### src/rtl/jws_pkg.sv
// types and constants of the jaro-winkler similarity core
package jws_pkg;

  localparam int CHAR_W    = 8;
  localparam int SIM_W     = 17;
  localparam int CNT_W     = 7;
  localparam int PFX_W     = 4;
  localparam int WGT_W     = 15;
  localparam int CFG_IDX_W = 2;
  localparam int CFG_DAT_W = 15;
  localparam int DIV_STEPS = 18;
  localparam int PFX_CELLS = 15;

  localparam logic [SIM_W-1:0] ONE_Q16  = 17'h10000;
  localparam logic [15:0]      HALF_LSB = 16'h8000;

  localparam logic [WGT_W-1:0]  PW_RESET   = 15'd6554;
  localparam logic [PFX_W-1:0]  PL_RESET   = 4'd4;
  localparam logic [CHAR_W-1:0] BCH_RESET  = 8'd47;
  localparam logic [WGT_W-1:0]  BW_RESET   = 15'd6554;

  typedef enum logic [CFG_IDX_W-1:0] {
    CFG_PREFIX_WEIGHT = 2'd0,
    CFG_PREFIX_LIMIT  = 2'd1,
    CFG_BONUS_CHAR    = 2'd2,
    CFG_BONUS_WEIGHT  = 2'd3
  } cfg_reg_t;

  typedef enum logic [3:0] {
    S_LOAD,
    S_CLEAR,
    S_ROT,
    S_PAIR,
    S_MUL1,
    S_MUL2,
    S_MUL3,
    S_PREP,
    S_DIV,
    S_BOOST1,
    S_BOOST2,
    S_BONUS,
    S_DONE
  } state_t;

  // per-cycle command broadcast to every cell
  typedef struct packed {
    logic wr_a;
    logic wr_b;
    logic clear;
    logic rotate;
    logic shift_a;
    logic shift_b;
  } cell_ctl_t;

endpackage

### src/rtl/jws_cell.sv
// one cell: a byte of each string, its match flag and the ring position of its b byte
module jws_cell import jws_pkg::*; #(
  parameter int MAX_LEN = 64,
  parameter int IDX     = 0
) (
  input  logic              clk,
  input  cell_ctl_t         ctl,
  input  logic [CHAR_W-1:0] code,
  input  logic [$clog2(MAX_LEN+1)-1:0] l1,
  input  logic [$clog2(MAX_LEN+1)-1:0] l2,
  input  logic [$clog2(MAX_LEN+1)-1:0] half,
  input  logic [CHAR_W-1:0] a_in,
  input  logic              a_flag_in,
  input  logic [CHAR_W-1:0] b_in,
  input  logic              b_flag_in,
  input  logic [$clog2(MAX_LEN)-1:0] b_idx_in,
  output logic [CHAR_W-1:0] a_out,
  output logic              a_flag_out,
  output logic [CHAR_W-1:0] b_out,
  output logic              b_flag_out,
  output logic [$clog2(MAX_LEN)-1:0] b_idx_out,
  output logic              eq
);

  localparam int LW = $clog2(MAX_LEN+1);
  localparam int IW = $clog2(MAX_LEN);
  localparam logic [LW-1:0] MY_POS = LW'(IDX);
  localparam logic [IW-1:0] MY_IDX = IW'(IDX);

  logic [CHAR_W-1:0] a_byte, b_byte;
  logic              a_flag, b_flag;
  logic [IW-1:0]     b_idx;
  logic [IW-1:0]     sep;
  logic              hit;

  assign sep = (b_idx > MY_IDX) ? (b_idx - MY_IDX) : (MY_IDX - b_idx);
  assign hit  = ctl.rotate && (MY_POS < l1) && (LW'(b_idx) < l2) &&
                (a_byte == b_byte) && (LW'(sep) < half);

  assign a_out      = a_byte;
  assign a_flag_out = a_flag;
  assign b_out      = b_byte;
  assign b_flag_out = b_flag | hit;
  assign b_idx_out  = b_idx;
  assign eq         = (a_byte == b_byte);

  always_ff @(posedge clk) begin
    if (ctl.wr_a && (l1 == MY_POS)) begin
      a_byte <= code;
    end else if (ctl.shift_a) begin
      a_byte <= a_in;
    end

    if (ctl.clear) begin
      a_flag <= 1'b0;
    end else if (ctl.rotate) begin
      a_flag <= a_flag | hit;
    end else if (ctl.shift_a) begin
      a_flag <= a_flag_in;
    end

    if (ctl.wr_b && (l2 == MY_POS)) begin
      b_byte <= code;
    end else if (ctl.rotate || ctl.shift_b) begin
      b_byte <= b_in;
    end

    if (ctl.clear) begin
      b_flag <= 1'b0;
    end else if (ctl.rotate || ctl.shift_b) begin
      b_flag <= b_flag_in;
    end

    if (ctl.clear) begin
      b_idx <= MY_IDX;
    end else if (ctl.rotate) begin
      b_idx <= b_idx_in;
    end
  end

endmodule

### config.mk
export PLATFORM = sky130hd
export DESIGN_NAME = jws_cell
export DESIGN_NICKNAME = d
export VERILOG_FILES = /design/src/rtl/jws_pkg.sv /design/src/rtl/jws_cell.sv
export SDC_FILE = /design/constraint.sdc
export NUM_CORES = 1
export LEC_CHECK = 0
export ABC_AREA = 1
export ABC_CLOCK_PERIOD_IN_PS = 4200
export BUFFER_PORTS_ARGS = -buffer_cell sky130_fd_sc_hd__buf_2
export CAP_MARGIN = 25
export CORE_MARGIN = 3
export CORE_UTILIZATION = 25
export DETAILED_ROUTE_END_ITERATION = 10
export GPL_ROUTABILITY_DRIVEN = 0
export PLACE_DENSITY_LB_ADDON = 0.15
export SLEW_MARGIN = 20
export SYNTH_ARGS = -nofsm -noshare
export SYNTH_HDL_FRONTEND = slang
export SYNTH_SLANG_ARGS = --single-unit
### constraint.sdc
create_clock -name clk -period 4.2 [get_ports clk]
set_clock_uncertainty 0.2 [all_clocks]
set_input_delay 1.05 -clock clk [delete_from_list [all_inputs] [get_ports clk]]
set_output_delay 1.05 -clock clk [all_outputs]
set_load 0.005 [all_outputs]
# Yosys cells after proc, flatten, opt, wreduce, memory -nomap -nowiden
# Index checks and enable logic that the tools add are counted.
[op_classes]
reduce_logical = 12
muxes = 7
magnitude_cmp = 4
eq_ne = 1
n_bitwise = 2
n_addsub = 1
[op_table]
columns = ["op", "n"]
rows = [
  ["$mux W8", 4],
  ["$logic_not A7 Y1", 2],
  ["$lt A6 B7 Y1", 2],
  ["$eq A8 B8 Y1", 1],
  ["$lt A1 B7 Y1 const A", 1],
  ["$gt A6 B1 Y1 const B", 1],
  ["$logic_and A1 B1 Y1", 6],
  ["$mux W6", 1],
  ["$reduce_bool A2 Y1", 3],
  ["$sub A1 B6 Y6 const A", 1],
  ["$mux W1", 2],
  ["$or A1 B1 Y1", 2],
  ["$logic_or A1 B1 Y1", 1],
]
[word_totals]
inputBits = 60
wordCells = 32
register_bits = 24

# Longest topological paths before layout
[depth]
depth_word = 7
depth_mapped = 18
mapped_depth_nobuf = 18

# Least setup slack after synthesis
# OpenSTA, ideal clock, no wires.
[synth_timing]
kind = "input-to-output"
from = "input half[2]"
to = "output b_flag_out"
t_required_ps = 2950
slack_ps = 1114
arrival_ps = 1836
n_path_buf = 0
path_stages = 9
path_cell_list = "inv_1 ha_1 a21oi_1 nand2_1 nand2_1 nand2_1 inv_1 nand3_2 nand2_1"
[synth_between]
elab_chain_cells = 3
[synth_rtl]
columns = ["element", "line", "source"]
rows = [
  ["start, declared", "jws_cell.sv:11", "input logic [$clog2(MAX_LEN+1)-1:0] half,"],
  ["$lt A6 B7 Y1", "jws_cell.sv:38", "(a_byte == b_byte) && (LW'(sep) < half);"],
  ["$logic_and A1 B1 Y1", "jws_cell.sv:38", ""],
  ["$or A1 B1 Y1", "jws_cell.sv:43", "assign b_flag_out = b_flag | hit;"],
  ["end, declared", "jws_cell.sv:20", "output logic b_flag_out,"],
]
# Every way passes these cells.

# Final worst setup path
[layout_timing]
from = "register b_idx[1], in the netlist b_idx_out[1]"
to = "output b_flag_out"
[layout_between]
elab_chain_cells = 5
[layout_rtl]
columns = ["element", "line", "source"]
rows = [
  ["start, declared", "jws_cell.sv:32", "logic [IW-1:0] b_idx;"],
  ["start signal, assigned", "jws_cell.sv:77", "b_idx <= b_idx_in;"],
  ["$sub A1 B6 Y6, or another cell as far along", "jws_cell.sv:36", "assign sep = (b_idx > MY_IDX) ? (b_idx - MY_IDX) : (MY_IDX - b_idx);"],
  ["$mux W6 / $logic_and A1 B1 Y1 (equally long branches)", "jws_cell.sv:36, jws_cell.sv:37", ""],
  ["$lt A6 B7 Y1 / $logic_and A1 B1 Y1 (equally long branches)", "jws_cell.sv:38, jws_cell.sv:37", ""],
  ["$logic_and A1 B1 Y1 (*)", "jws_cell.sv:38", ""],
  ["$or A1 B1 Y1 (*)", "jws_cell.sv:43", ""],
]
# Every way passes the cells marked *; elsewhere a longest branch is shown, timed or not.

==> run summary <==
Commonest non-fill, non-tap cell in the layout - buf_2
Hold buffer count at CTS - 0
Distinct cell type count after synthesis - 24
CTS tree - built
Critical Path RT - 2.95 ns
Slew HR - 0.702
Pwr Density - 272 mW/mm^2
Worst-margin pin slew - 0.446 ns
Final core occ - 0.358
Commonest cells after routing, fill and taps aside - 84 x buf_2, 67 x nand2_1, 46 x inv_1
Share of post-route cells with drive strength above 1 - 0.342
Clk slew on worst S/H paths - 0.09 ns
Clock tree buffer depth - 2
Clock buffers created by TritonCTS - 3
1st-iter DRT viols - 27
# Post-CTS Setup Buffers - 0
Remaining antenna violation count - 0
# nets final - 379
Total congestion overflow - 0
Vias - 1576
Root Driver - clkbuf_8
Ys Warns - 0
Number of global-route vias before repair - 1463
Vias per inst - 4.13
CTS Sinks - 24
Die ar. - 0.00756 sq mm
Final Cycle Share - 0.837
RSZ-0062 raised after global routing - no
Lkg Pwr - 1.24 nW
Initial antenna violation count - 0
Avg Cell Area, Syn - 7.34 sq um
Crit Path Category - reg -> out
Min-delay worst type - reg -> reg
Status - finished, final reports clean
Count of state elements after synthesis - 24
Max incr delay on CP - 0.35 ns
GRT Total Usage - 0.114
F_max - 0.285 GHz
Top cell type's share of synthesized area - 0.293
Hpwl dp - 3540 microns
DRT Pass-1 Iters - 4
Startpoint Class - register
Max-cap violations - 0
Drc violations - 0
Core area - 0.00613 sq mm
Sequential area share after synthesis - 0.391
Crit path max-delay family - simple AND/OR/NAND/NOR gates
Setup violations, final - 0
PortBufs - 84
Crit path top cell by count - nand2_1
Chip width - 86.9 microns
Fin Setup TNS - 0 ns
Crit path arrival time - 2.26 ns
PostCTS Resize Cnt - 0
Antenna cells - 0
Fin cells - 382
First-pass GRT wire length - 6770 microns
Synth top area cells - edfxtp_1 29%, nand2_1 15%, inv_1 11%, dfxtp_1 9.8%, ha_1 8.4%
Mapped Area - 0.00164 sq mm
Setup crit end kind - output pin
Critical Path Fanout Max - 4
Clk_lat worst skew - 0.26 ns
Worst path cell trace - inv_1 > ha_1 > nand2_1 > nor3_1 > o21ai_0 > nand2_1 > ha_1 > nand2_1 > a21oi_1 > nor2_1 > nand2_1 > inv_1 > nand3_2 > nand2_1 > buf_2
Dpl cells - 378
Buf/Inv on CP - 3
I/O pins - 85
Minimum clock period - 3.51 ns
Synth Net Count - 294
# rows - 28
H-Tree Depth - 1
Mapped Cells - 223
Slew Limit Fails - 0
Hold Vio Cnt, Final - 0
Fillers - 663
Wire per inst - 11.1 microns
Initial core utilization - 0.267
Slowest cell on crit path - dfxtp_1
Area Overhead vs Synth - 33.9%
Peak VDD IR - 0.000156 V
DRT Wirelength - 4240 microns
Largest net degree at the start of global routing - 18
Area leader, netlist - edfxtp_1
Die height - 86.9 microns
tightest hold or removal path, stage by stage, from the launching register on:
cell	delay, ns
dfxtp_1	0.31
inv_1	0.06
a211oi_1	0.07
per-layer routing:
| layer | global-route usage | wire length [microns] |
|---|---|---|
| met5 | 0 | 0 |
| met4 | 0.0170 | 23 |
| met3 | 0.0293 | 311 |
| met2 | 0.177 | 1860 |
| met1 | 0.161 | 2040 |
cell usage after synthesis:
master    count
a21oi_2       1
dfxtp_1       8
nand2_1      67
nor2_1       26
nand2_2       2
a211oi_1      5
nand3_4       1
nand3_1       2
o21ai_0       6
buf_6         1
inv_2         2
a21oi_1       6
nor3_1        2
edfxtp_1     16
nand3_2       1
nor2_4        1
ha_1         11
o21ai_2       8
nand4_1       1
nor4_4        1
inv_1        46
clkbuf_1      1
o21ai_1       6
buf_2         2
flip-flops by register name, indices dropped and copies added (netlist names):
signal      cells
b_idx_out       6
a_flag_out      1
a_out           8
b_out           8
b_flag          1
power breakdown:
group	switching (mW)	total, mW	internal, mW	leakage, nW
registers	0.0150	0.288	0.273	0.226
logic	0.0690	0.132	0.0627	0.978
clock network	0.0736	0.177	0.103	0.0339
logic make-up (layout without fill, tap and decap cells):
group,after synthesis,in the layout,synth area share
AO/OA/AOI/OAI,32,32,0.126
adder cells (fa/ha/maj),11,11,0.0840
buffers and inverters,52,136,0.125
flip-flops,24,24,0.391
AND/OR/NAND/NOR,104,104,0.273
final cells by class:
class / instances / area [sq um] / share of cell area
multi-input combinational: 147 / 792 / 0.361
sequential: 24 / 641 / 0.292
timing repair buffer: 84 / 420 / 0.192
inverter: 48 / 180 / 0.0821
tap: 75 / 93.8 / 0.0428
clock buffer: 4 / 66.3 / 0.0302
final timing paths:
| check | slack (ns) | endpoint | startpoint | cells after the start |
|---|---|---|---|---|
| setup / recovery | 0.69 | b_flag_out | b_idx_out[1]$_SDFFE_PP0P_ | 15 |
| setup reg to reg | 1.90 | a_flag_out$_SDFFE_PP0P_ | b_idx_out[1]$_SDFFE_PP0P_ | 16 |
| hold / removal | 0.28 | b_flag$_SDFFE_PP0P_ | b_flag$_SDFFE_PP0P_ | 2 |
| hold reg to reg | 0.28 | b_flag$_SDFFE_PP0P_ | b_flag$_SDFFE_PP0P_ | 2 |
per-stage QoR:
stage	hold WS, ns	area (sq um)	total power [mW]	worst slack (ns)
after detailed placement	0.257	2130	0.428	0.767
final	0.276	2190	0.597	0.687
after floorplan	0.240	1640	0.363	1.11
after CTS	0.274	2190	0.606	0.656
after global placement	0.256	2130	0.427	0.796
after global routing	0.309	2190	0.643	0.371
Note: power is estimated with default switching activity, not from simulation.
